**src/sle_pkg.sv**
```systemverilog
// shared constants, codes and controller/datapath interface types
package sle_pkg;

  localparam int CAPACITY = 64;
  localparam int IDX_W    = $clog2(CAPACITY);
  localparam int LEN_W    = $clog2(CAPACITY + 1);
  localparam int DATA_W   = 32;
  localparam int OP_W     = 3;
  localparam int STAT_W   = 3;

  typedef enum logic [OP_W-1:0] {
    OP_INSERT   = 3'd0,
    OP_DELETE   = 3'd1,
    OP_LOCATE   = 3'd2,
    OP_UPDATE   = 3'd3,
    OP_TRAVERSE = 3'd4
  } op_t;

  typedef enum logic [STAT_W-1:0] {
    ST_OK       = 3'd0,
    ST_BADPOS   = 3'd1,
    ST_FULL     = 3'd2,
    ST_NOTFOUND = 3'd3,
    ST_EMPTY    = 3'd4
  } status_t;

  // what the result fields carry besides status and length
  typedef enum logic [1:0] {
    EK_PLAIN   = 2'd0,
    EK_REMOVED = 2'd1,
    EK_FOUND   = 2'd2,
    EK_ENTRY   = 2'd3
  } emit_kind_t;

  typedef struct packed {
    op_t        op;
    logic       load;
    logic       init;
    logic       issue;
    logic       shift;
    logic       write_val;
    logic       len_inc;
    logic       len_dec;
    logic       emit;
    status_t    status;
    emit_kind_t kind;
  } cmd_t;

  typedef struct packed {
    logic bad_pos;
    logic full;
    logic empty;
    logic more;
    logic rd_pend;
    logic hit;
    logic pend_last;
  } stat_t;

endpackage

```
**src/sequential_list_engine.sv**
```systemverilog
// top level of the ordered list engine: controller, datapath and checks
//
// usage
//   a request is transferred at a rising edge with start high and busy low;
//   opcode selects insert, delete, locate, update or traverse, position is
//   the 1-based list position, value the operand. unused opcodes are taken
//   and dropped without a result.
//   each result shows on status, value_res, position_res, length and last
//   for exactly one cycle with done high; last marks the final result of a
//   request. there is no back pressure, the receiver must take every result.
// sequence
//   update, rejected requests and an empty traverse give their result
//   straight from the check; insert and delete move the entries from the
//   position to the tail; locate stops early on the first match
//   traverse: one entry per cycle
//   busy stays high until the final result is issued. the walk over the
//   single store ram does one read and one write per cycle.
// reset
//   rst clears the length to zero and returns the sequencer to idle; store
//   contents are left as they are and only entries below the length are read.
module sequential_list_engine (
  input  logic                               clk,
  input  logic                               rst,
  input  logic                               start,
  output logic                               busy,
  input  logic        [sle_pkg::OP_W-1:0]    opcode,
  input  logic        [sle_pkg::LEN_W-1:0]   position,
  input  logic signed [sle_pkg::DATA_W-1:0]  value,
  output logic                               done,
  output logic        [sle_pkg::STAT_W-1:0]  status,
  output logic signed [sle_pkg::DATA_W-1:0]  value_res,
  output logic        [sle_pkg::LEN_W-1:0]   position_res,
  output logic        [sle_pkg::LEN_W-1:0]   length,
  output logic                               last
);
  import sle_pkg::*;

  // command and status between sequencer and datapath
  cmd_t  cmd;
  stat_t stat;

  sle_ctrl u_ctrl (
    .clk    (clk),
    .rst    (rst),
    .start  (start),
    .opcode (opcode),
    .stat   (stat),
    .cmd    (cmd),
    .busy   (busy)
  );

  sle_datapath u_datapath (
    .clk          (clk),
    .rst          (rst),
    .cmd          (cmd),
    .position     (position),
    .value        (value),
    .stat         (stat),
    .done         (done),
    .status       (status),
    .value_res    (value_res),
    .position_res (position_res),
    .length       (length),
    .last         (last)
  );

  // a result only follows a cycle in which a request was in progress
  a_done_from_busy: assert property (@(posedge clk) disable iff (rst)
    done |-> $past(busy))
    else $error("result transfer without a request in progress");

  // the reported length never passes the store size
  a_length_bound: assert property (@(posedge clk) disable iff (rst)
    done |-> (length <= LEN_W'(CAPACITY)))
    else $error("list length beyond capacity");

  // a valid request always occupies the engine in the next cycle
  a_busy_after_start: assert property (@(posedge clk) disable iff (rst)
    (start && !busy && opcode <= OP_TRAVERSE) |=> busy)
    else $error("request transfer did not start work");

  // the final result of a request is never directly followed by another one
  a_gap_after_last: assert property (@(posedge clk) disable iff (rst)
    (done && last) |=> !done)
    else $error("result transfer right after the final result");

endmodule

```
**src/sle_ram.sv**
```systemverilog
// generic simple dual-port ram with registered read
module sle_ram #(
  parameter int WIDTH = 32,
  parameter int DEPTH = 64
) (
  input  logic                     clk,
  input  logic                     we,
  input  logic [$clog2(DEPTH)-1:0] waddr,
  input  logic [WIDTH-1:0]         wdata,
  input  logic                     re,
  input  logic [$clog2(DEPTH)-1:0] raddr,
  output logic [WIDTH-1:0]         rdata
);

  logic [WIDTH-1:0] mem [DEPTH];

  always_ff @(posedge clk) begin
    if (we) begin
      mem[waddr] <= wdata;
    end
    if (re) begin
      rdata <= mem[raddr];
    end
  end

endmodule

```
**src/sle_ctrl.sv**
```systemverilog
// request sequencer: decodes the operation and steps the datapath
module sle_ctrl (
  input  logic                      clk,
  input  logic                      rst,
  input  logic                      start,
  input  logic [sle_pkg::OP_W-1:0]  opcode,
  input  sle_pkg::stat_t            stat,
  output sle_pkg::cmd_t             cmd,
  output logic                      busy
);
  import sle_pkg::*;

  typedef enum logic [2:0] {
    S_IDLE  = 3'b001,
    S_CHECK = 3'b010,
    S_SWEEP = 3'b100
  } state_t;

  state_t state, state_next;
  op_t    op;

  always_ff @(posedge clk) begin
    if (rst) begin
      state <= S_IDLE;
    end else begin
      state <= state_next;
    end
  end

  always_ff @(posedge clk) begin
    if (start && !busy) begin
      op <= op_t'(opcode);
    end
  end

  assign busy = (state != S_IDLE);

  always_comb begin
    cmd        = '0;
    cmd.op     = op;
    cmd.status = ST_OK;
    cmd.kind   = EK_PLAIN;
    state_next = state;
    unique case (state)
      S_IDLE: begin
        if (start) begin
          cmd.load = 1'b1;
          // unused codes give no result
          if (opcode <= OP_TRAVERSE) begin
            state_next = S_CHECK;
          end
        end
      end
      S_CHECK: begin
        state_next = S_IDLE;
        unique case (op) inside
          OP_INSERT: begin
            if (stat.bad_pos) begin
              cmd.emit   = 1'b1;
              cmd.status = ST_BADPOS;
            end else if (stat.full) begin
              cmd.emit   = 1'b1;
              cmd.status = ST_FULL;
            end else begin
              cmd.init   = 1'b1;
              state_next = S_SWEEP;
            end
          end
          OP_DELETE: begin
            if (stat.bad_pos) begin
              cmd.emit   = 1'b1;
              cmd.status = ST_BADPOS;
            end else begin
              cmd.init   = 1'b1;
              state_next = S_SWEEP;
            end
          end
          OP_LOCATE: begin
            cmd.init   = 1'b1;
            state_next = S_SWEEP;
          end
          OP_UPDATE: begin
            cmd.emit = 1'b1;
            if (stat.bad_pos) begin
              cmd.status = ST_BADPOS;
            end else begin
              cmd.write_val = 1'b1;
            end
          end
          OP_TRAVERSE: begin
            if (stat.empty) begin
              cmd.emit   = 1'b1;
              cmd.status = ST_EMPTY;
            end else begin
              cmd.init   = 1'b1;
              state_next = S_SWEEP;
            end
          end
          default: state_next = S_IDLE;
        endcase
      end
      S_SWEEP: begin
        cmd.issue = stat.more;
        unique case (op) inside
          OP_INSERT, OP_DELETE: begin
            cmd.shift = stat.rd_pend;
            if (!stat.more && !stat.rd_pend) begin
              cmd.emit   = 1'b1;
              state_next = S_IDLE;
              if (op == OP_INSERT) begin
                cmd.write_val = 1'b1;
                cmd.len_inc   = 1'b1;
              end else begin
                cmd.len_dec = 1'b1;
                cmd.kind    = EK_REMOVED;
              end
            end
          end
          OP_LOCATE: begin
            if (stat.hit) begin
              cmd.emit   = 1'b1;
              cmd.kind   = EK_FOUND;
              state_next = S_IDLE;
            end else if (!stat.more && !stat.rd_pend) begin
              cmd.emit   = 1'b1;
              cmd.status = ST_NOTFOUND;
              state_next = S_IDLE;
            end
          end
          OP_TRAVERSE: begin
            if (stat.rd_pend) begin
              cmd.emit = 1'b1;
              cmd.kind = EK_ENTRY;
            end
            if (!stat.more && !stat.rd_pend) begin
              state_next = S_IDLE;
            end
          end
          default: state_next = S_IDLE;
        endcase
      end
      default: state_next = S_IDLE;
    endcase
  end

endmodule

```
**src/sle_datapath.sv**
```systemverilog
// list store, length, sweep cursor and result registers
module sle_datapath (
  input  logic                               clk,
  input  logic                               rst,
  input  sle_pkg::cmd_t                      cmd,
  input  logic        [sle_pkg::LEN_W-1:0]   position,
  input  logic signed [sle_pkg::DATA_W-1:0]  value,
  output sle_pkg::stat_t                     stat,
  output logic                               done,
  output logic        [sle_pkg::STAT_W-1:0]  status,
  output logic signed [sle_pkg::DATA_W-1:0]  value_res,
  output logic        [sle_pkg::LEN_W-1:0]   position_res,
  output logic        [sle_pkg::LEN_W-1:0]   length,
  output logic                               last
);
  import sle_pkg::*;

  logic [LEN_W-1:0]  pos_q;
  logic [DATA_W-1:0] val_q;
  logic [LEN_W-1:0]  len;
  logic [LEN_W-1:0]  len_next;
  logic [LEN_W-1:0]  cursor;
  logic [LEN_W-1:0]  cursor_m1;
  logic [LEN_W-1:0]  pos_m1;
  logic [IDX_W-1:0]  pos_idx;
  logic              rd_pend;
  logic [IDX_W-1:0]  rd_addr_q;
  logic [LEN_W-1:0]  pend_pos;
  logic [DATA_W-1:0] removed;
  logic              is_insert;

  logic              we;
  logic [IDX_W-1:0]  waddr;
  logic [DATA_W-1:0] wdata;
  logic [IDX_W-1:0]  raddr;
  logic [DATA_W-1:0] rdata;

  assign is_insert = (cmd.op == OP_INSERT);
  assign pos_m1    = pos_q - LEN_W'(1);
  assign pos_idx   = pos_m1[IDX_W-1:0];
  assign cursor_m1 = cursor - LEN_W'(1);
  assign pend_pos  = LEN_W'(rd_addr_q) + LEN_W'(1);
  assign len_next  = len + LEN_W'(cmd.len_inc) - LEN_W'(cmd.len_dec);

  // insert walks down from the tail, delete walks up from its position, the rest up from the head
  assign raddr = is_insert ? cursor_m1[IDX_W-1:0] : cursor[IDX_W-1:0];

  always_comb begin
    stat.bad_pos   = (pos_q == '0) || (is_insert ? (pos_m1 > len) : (pos_q > len));
    stat.full      = (len == LEN_W'(CAPACITY));
    stat.empty     = (len == '0);
    stat.more      = is_insert ? (cursor >= pos_q) : (cursor < len);
    stat.rd_pend   = rd_pend;
    stat.hit       = rd_pend && (rdata == val_q);
    stat.pend_last = (pend_pos == len);
  end

  always_comb begin
    we    = 1'b0;
    waddr = pos_idx;
    wdata = val_q;
    if (cmd.write_val) begin
      we = 1'b1;
    end else if (cmd.shift) begin
      if (is_insert) begin
        we    = 1'b1;
        waddr = rd_addr_q + IDX_W'(1);
        wdata = rdata;
      end else if (rd_addr_q != pos_idx) begin
        we    = 1'b1;
        waddr = rd_addr_q - IDX_W'(1);
        wdata = rdata;
      end
    end
  end

  sle_ram #(
    .WIDTH (DATA_W),
    .DEPTH (CAPACITY)
  ) u_store (
    .clk   (clk),
    .we    (we),
    .waddr (waddr),
    .wdata (wdata),
    .re    (cmd.issue),
    .raddr (raddr),
    .rdata (rdata)
  );

  always_ff @(posedge clk) begin
    if (cmd.load) begin
      pos_q <= position;
      val_q <= value;
    end
    if (cmd.init) begin
      case (cmd.op)
        OP_INSERT: cursor <= len;
        OP_DELETE: cursor <= pos_m1;
        default:   cursor <= '0;
      endcase
    end else if (cmd.issue) begin
      cursor <= is_insert ? cursor_m1 : cursor + LEN_W'(1);
    end
    if (cmd.issue) begin
      rd_addr_q <= raddr;
    end
    // delete reads its own entry first and keeps it for the result
    if (cmd.shift && !is_insert && rd_addr_q == pos_idx) begin
      removed <= rdata;
    end
  end

  always_ff @(posedge clk) begin
    if (rst) begin
      len     <= '0;
      rd_pend <= 1'b0;
      done    <= 1'b0;
    end else begin
      len     <= len_next;
      rd_pend <= cmd.issue;
      done    <= cmd.emit;
    end
  end

  always_ff @(posedge clk) begin
    if (cmd.emit) begin
      status       <= cmd.status;
      length       <= len_next;
      value_res    <= '0;
      position_res <= '0;
      last         <= 1'b1;
      case (cmd.kind)
        EK_REMOVED: value_res <= removed;
        EK_FOUND:   position_res <= pend_pos;
        EK_ENTRY: begin
          value_res    <= rdata;
          position_res <= pend_pos;
          last         <= stat.pend_last;
        end
        default: ;
      endcase
    end
  end

endmodule
```
**config.mk**
```make
export PLATFORM = sky130hd
export DESIGN_NAME = sequential_list_engine
export DESIGN_NICKNAME = d
export VERILOG_FILES = /design/src/sle_pkg.sv /design/src/sequential_list_engine.sv /design/src/sle_ram.sv /design/src/sle_ctrl.sv /design/src/sle_datapath.sv
export SDC_FILE = /design/constraint.sdc
export NUM_CORES = 2
export LEC_CHECK = 0
export BUFFER_PORTS_ARGS = -buffer_cell sky130_fd_sc_hd__clkbuf_2
export CORE_ASPECT_RATIO = 0.6
export CORE_MARGIN = 2
export CORE_UTILIZATION = 41
export CTS_CLUSTER_DIAMETER = 30
export DETAILED_ROUTE_END_ITERATION = 8
export GPL_ROUTABILITY_DRIVEN = 0
export GPL_TIMING_DRIVEN = 0
export HOLD_SLACK_MARGIN = 0.08
export MAX_ROUTING_LAYER = met4
export SYNTH_ARGS = -nofsm -noshare
export SYNTH_HDL_FRONTEND = slang
export SYNTH_HIERARCHICAL = 1
export SYNTH_SLANG_ARGS = --single-unit
```
**constraint.sdc**
```tcl
create_clock -name clk -period 6.8 [get_ports clk]
set_input_delay 0 -clock clk [delete_from_list [all_inputs] [get_ports clk]]
set_output_delay 0 -clock clk [all_outputs]
set_load 0.005 [all_outputs]
```
* After elaboration in Yosys (flattened, before gate mapping)
Memory sizes are Yosys's and may differ from the RTL's. A register that Yosys moved wholly into a read port is not among the register bits. Index checks and enable logic that the tools add are counted.
Operators by class: add/sub/neg operators 8, multiply operators 0, div/mod/pow operators 0, $lt $le $gt $ge 5, eq/ne operators 18, shifts and indexed selects 0, muxes and demuxes 68, bitwise operators 0, reduce and logical (&&, ||, !) cells 18
Operator list (number):
- $mux W32 | 4
- $pmux W32 S2 | 1
- $eq A32 B32 Y1 | 1
- $mux W3 | 10
- $mux W6 | 5
- $mux W4 | 7
- $mux W1 | 21
- $mux W7 | 3
- $pmux W4 S4 | 1
- $gt A7 B7 Y1 | 2
- $logic_not A7 Y1 | 2
- $mux W2 | 7
- $pmux W7 S2 | 1
- $sub A7 B1 Y7 const B | 2
- $pmux W3 S4 | 1
- $eq A3 B2 Y1 const B | 3
- $pmux W3 S3 | 1
- $pmux W4 S2 | 1
- $add A6 B1 Y7 const B | 1
- $add A7 B1 Y7 | 1
- $add A7 B1 Y7 const B | 1
- $eq A7 B7 Y1 | 1
- $eq A7 B7 Y1 const B | 1
- $ge A7 B7 Y1 | 1
- 27 further kinds | 38
Storage, ports and cells: bits in registers 149, bits in latches 0, memory bits (writable) 2048, memory bits (read-only) 0, bits of input ports 45, output and inout port bits 52, memories kept 1
Memories:
- u_datapath.u_store.mem | depth 64, bits a word 32, read ports 1, clocked after memory_dff 1, write ports 1, RTL line sle_ram.sv:15 | logic [WIDTH-1:0] mem [DEPTH];

* Depth between registers and ports, before layout
word-level depth 11, gate-level depth with buffers 24, gate-level depth less buffers 21

* By module
The synthesis kept the hierarchy.
Modules (own cells, without submodules):
- sle_ram | times used 1, cells each 3324, area each 78833.1 µm², sequential area each 62459.9 µm²
- sle_datapath | times used 1, cells each 584, area each 7619.8 µm², sequential area each 4204.0 µm²
- sle_ctrl | times used 1, cells each 69, area each 540.5 µm², sequential area each 150.1 µm²

* Worst setup path before layout
Ideal clock, no wire load.
kind flip-flop to flip-flop, start register u_datapath.pos_q[0], end memory u_datapath.u_store.mem[49][0], enable pin, data arrival time 6144 ps, path slack 195 ps, cell stages (with the launch flop) 25, path buffers 3, clock period less this slack 6605 ps, cells stage by stage edfxtp_1 -> inv_1 -> ha_1 -> nor3b_1 -> xnor2_1 -> inv_1 -> ha_1 -> o21a_1 -> o21ai_0 -> a21oi_1 -> o221ai_1 -> o211ai_1 -> nor2b_1 -> nand3_1 -> a21oi_1 -> nand2b_1 -> a21oi_2 -> buf_6 -> buf_6 -> nor2_1 -> a21oi_1 -> clkbuf_1 -> nor2b_1 -> nand4_1 -> nor3_1
RTL lines:
- start: declaration | RTL line sle_datapath.sv:18 | logic [LEN_W-1:0] pos_q;
- start signal: assignment | RTL line sle_datapath.sv:92 | pos_q <= position;
- end: declaration | RTL line sle_ram.sv:15

* Worst setup path in the final report
start register u_ctrl.op[1], end register u_datapath.u_store.rdata[15], read port of u_datapath.u_store.mem, data pin
On the way: elaborated cells between the ends (all ways) 4
RTL lines:
- start: declaration | RTL line sle_ctrl.sv:20 | op_t op;
- start signal: assignment | RTL line sle_ctrl.sv:32 | op <= op_t'(opcode);
- $logic_not A3 Y1 | RTL line sle_datapath.sv:38 | assign is_insert = (cmd.op == OP_INSERT);
- $mux W6 | RTL line sle_datapath.sv:46 | assign raddr = is_insert ? cursor_m1[IDX_W-1:0] : cursor[IDX_W-1:0];
- via u_datapath.raddr[1] | RTL line sle_datapath.sv:35 | logic [IDX_W-1:0] raddr;
- end: declaration | RTL line sle_ram.sv:12 | output logic [WIDTH-1:0] rdata
The timed path passes the listed nets, and every way through them passes these cells. A chain may end at the register's enable or synchronous reset.

==> results.sh <==
export IMPL_multi_input_area_um2=19700
export IMPL_ant_nets=0
export IMPL_htreeDepth=5
export IMPL_fill_cells=16600
export IMPL_cts_tree="built"
export IMPL_cp_startpoint="u_ctrl/op[1]"
export IMPL_clk_latency_ps=840
export IMPL_setup_viol_count_final=3
export IMPL_endpoint_kind="flop"
export IMPL_first_global_vias=45200
export IMPL_final_common_cell="edfxtp_1"
export IMPL_cts_clk_slew_worst_paths_ps=70
export IMPL_rr_worst_depth=13
export IMPL_layout_setup_ws_ps=-119
export IMPL_numCtsBuffers=270
export IMPL_drv_slew=75
export IMPL_worst_pin_slew_ps=1600
export IMPL_dp_cells=7005
export IMPL_fin_cells=7701
export IMPL_max_slew_margin_rel_pct=-6.62
export IMPL_track_usage_pct=27.8
export IMPL_synth_edff_count=2217
export IMPL_start_util_pct=41.4
export IMPL_finalCriticalPeriod_ps=6920
export IMPL_grt_max_degree=65
export IMPL_syn_area_um2=87000
export IMPL_synth_avg_cell_area_um2=21.9
export IMPL_synthCells=3977
export IMPL_avgRoutedWirePerCell_um=38.4
export IMPL_cap_violations=3
export IMPL_dieArea_um2=216000
export IMPL_cellPowerDensity_nw_per_um2=297
export IMPL_fp_dieH_um=361
export IMPL_ys_ff_latch=2229
export IMPL_r2r_start="u_ctrl/op[1]"
export IMPL_placementRows=130
export IMPL_io_buffers=96
export IMPL_r2r_end="u_datapath/u_store/rdata[15]"
export IMPL_required_ps=7480
export IMPL_p_leak_nw=33.6
export IMPL_dp_hpwl_mm=190
export IMPL_cp_max_fo=10
export IMPL_yosys_warnings=6
export IMPL_viasPerCell=6.29
export IMPL_clock_sinks=2229
export IMPL_crit_type="reg2reg"
export IMPL_ys_seq_area_share_pct=76.8
export IMPL_fmax_mhz=145
export IMPL_grt_overflow_total=0
export IMPL_seqCellArea_um2=66800
export IMPL_synth_top_area_share_pct=76.5
export IMPL_hold_ws_ps=124
export IMPL_io_pins=97
export IMPL_synth_ff_type="edfxtp_1"
export IMPL_status="finished, violations left"
export IMPL_drive_gt1_share_pct=31.6
export IMPL_cp_endpoint="u_datapath/u_store/rdata[15]"
export IMPL_drc=0
export IMPL_finClkSkew_ps=66.4
export IMPL_synth_cell_types=70
export IMPL_grt_first_pass_wirelength_mm=394
export IMPL_antenna_found_initial=20
export IMPL_vias=48400
export IMPL_setup_tns_ps=-148
export IMPL_startpoint_type="flop"
export IMPL_period_share_pct=102
export IMPL_wl_mm=295
export IMPL_final_area_um2=105000
export IMPL_synthTopCellsByArea="edfxtp_1, mux4_2, mux2i_1"
export IMPL_power_total_w=0.0313
export IMPL_first_pass_iters=7
export IMPL_finalHoldViolCount=0
export IMPL_core_um2=210000
export IMPL_clk_path_buf_depth=4
export IMPL_finalNetCount=4744
export IMPL_post_dp_cell_area_um2=93500
export IMPL_async_flop_share_pct=0
export IMPL_violations="max-capacitance violations, max-slew violations, negative setup slack"
export IMPL_critical_path_arrival_ps=7600
export IMPL_hold_path_class="in2reg"
export IMPL_clockRootBuffer="clkbuf_16"
export IMPL_die_w_um=599
export IMPL_drtIter0Drc=10100
export IMPL_mostFrequentLayoutCells="edfxtp_1, mux4_2, clkbuf_16"
export IMPL_ir_worst_vdd_uv=204
export IMPL_synth_top_area_cell="edfxtp_1"
export IMPL_syn2layout_area_growth_pct=21.0
export IMPL_r2r_setup_slack_ps=-120
export IMPL_syn_nets=4065
[stage by stage]
step / worst slack (ps) / util (%)
finish: -119 / 50.1
global route: -52.1 / 50.1
CTS: -29.1 / 49.8
detailed placement: -849 / 44.5
global placement: -5160 / 43.3
floorplan: 195 / -
[per-layer routing]
metal  GRT usage, %  part of all wire, %
met1           40.4                   39
met2           34.7                   39
met3           12.3                   18
met4           8.28                  3.5
met5              -                    0
[power breakdown]
part | switching [W] | internal [W] | total [W]
clock | 0.00598 | 0.00882 | 0.0148
sequential | 0.0000236 | 0.0152 | 0.0152
combinational | 0.000874 | 0.000405 | 0.00128
[synthesized netlist by cell type (all sizes together) (19+ instances only)]
cell type and number:
mux4 544, buf 111, nor3 21, nor2 165, mux2 32, ha 42, nand3 19, nand2 48
o22ai 88, mux2i 130, a21oi 84, nor2b 59, xor2 19, edfxtp 2217, xnor2 55, clkbuf 95
o221ai 30, inv 32
[cell families after synthesis]
logic type               count (synthesis)  share of synthesized area (%)
flip-flops                            2229                           76.8
multiplexers                           706                           16.1
AND/OR/NAND/NOR                        405                           2.35
AO/OA/AOI/OAI                          281                           2.09
buffers and inverters                  238                           1.30
XOR/XNOR                                75                          0.771
adder cells (fa/ha/maj)                 43                          0.627
[flip-flops by register name (all words and copies together) (netlist names)]
| name | flops |
|---|---|
| u_datapath/status | 3 |
| u_ctrl/state | 3 |
| u_ctrl/op | 3 |
| u_datapath/u_store/rdata | 32 |
| u_datapath/rd_addr_q | 6 |
| u_datapath/removed | 32 |
| u_datapath/pos_q | 7 |
| u_datapath/done | 1 |
| u_datapath/u_store/mem | 2048 |
| u_datapath/val_q | 32 |
| u_datapath/position_res | 7 |
| u_datapath/last | 1 |
| u_datapath/cursor | 7 |
| u_datapath/length | 7 |
| u_datapath/rd_pend | 1 |
| u_datapath/value_res | 32 |
| u_datapath/len | 7 |
[area by class of cell]
| type | instances | area share, % |
|---|---|---|
| Inverter | 32 | 0.114 |
| Sequential cell | 2229 | 63.5 |
| Multi-Input combinational cell | 1510 | 18.7 |
| Clock buffer | 303 | 6.74 |
| Buffer | 204 | 0.971 |
| Clock inverter | 172 | 1.91 |
| Timing Repair Buffer | 409 | 4.72 |
| Tap cell | 2838 | 3.37 |
| Antenna cell | 4 | 0.00951 |
[worst max-delay path, stage by stage, from the launching register on]
cell and delay [ps]:
edfxtp_1 530, or3_1 410, clkbuf_1 230, clkbuf_1 310, o21ai_0 450, buf_2 610, buf_2 500, buf_2 510
clkbuf_1 900, mux4_2 400, mux2i_1 120, a21oi_1 1080, a21oi_1 500, nor2_1 190
[how the worst min path moves through the flow]
stage / end / from / cells after the start / slack (ps)
3_5_place_dp: u_datapath/val_q[25] / value[25] / 1 / 180
4_1_cts: u_datapath/val_q[28] / value[28] / 2 / 80
6_report: u_datapath/val_q[31] / value[31] / 2 / 120
3_3_place_gp: u_datapath/val_q[5] / value[5] / 1 / 180
5_1_grt: u_datapath/val_q[31] / value[31] / 2 / 150
2_1_floorplan: u_datapath/len[1] / rst / 1 / 70
[timing repair]
| action | CTS | global route |
|---|---|---|
| hold endpoints to repair | 96 | 2 |
| pin swaps | 53 | 16 |
| gates resized for setup | 15 | 16 |
| hold buffers | 85 | 2 |
| setup buffers | 97 | 32 |
| endpoints found under the setup margin | 1957 | 2021 |
Power figures use the tool's default switching activity.
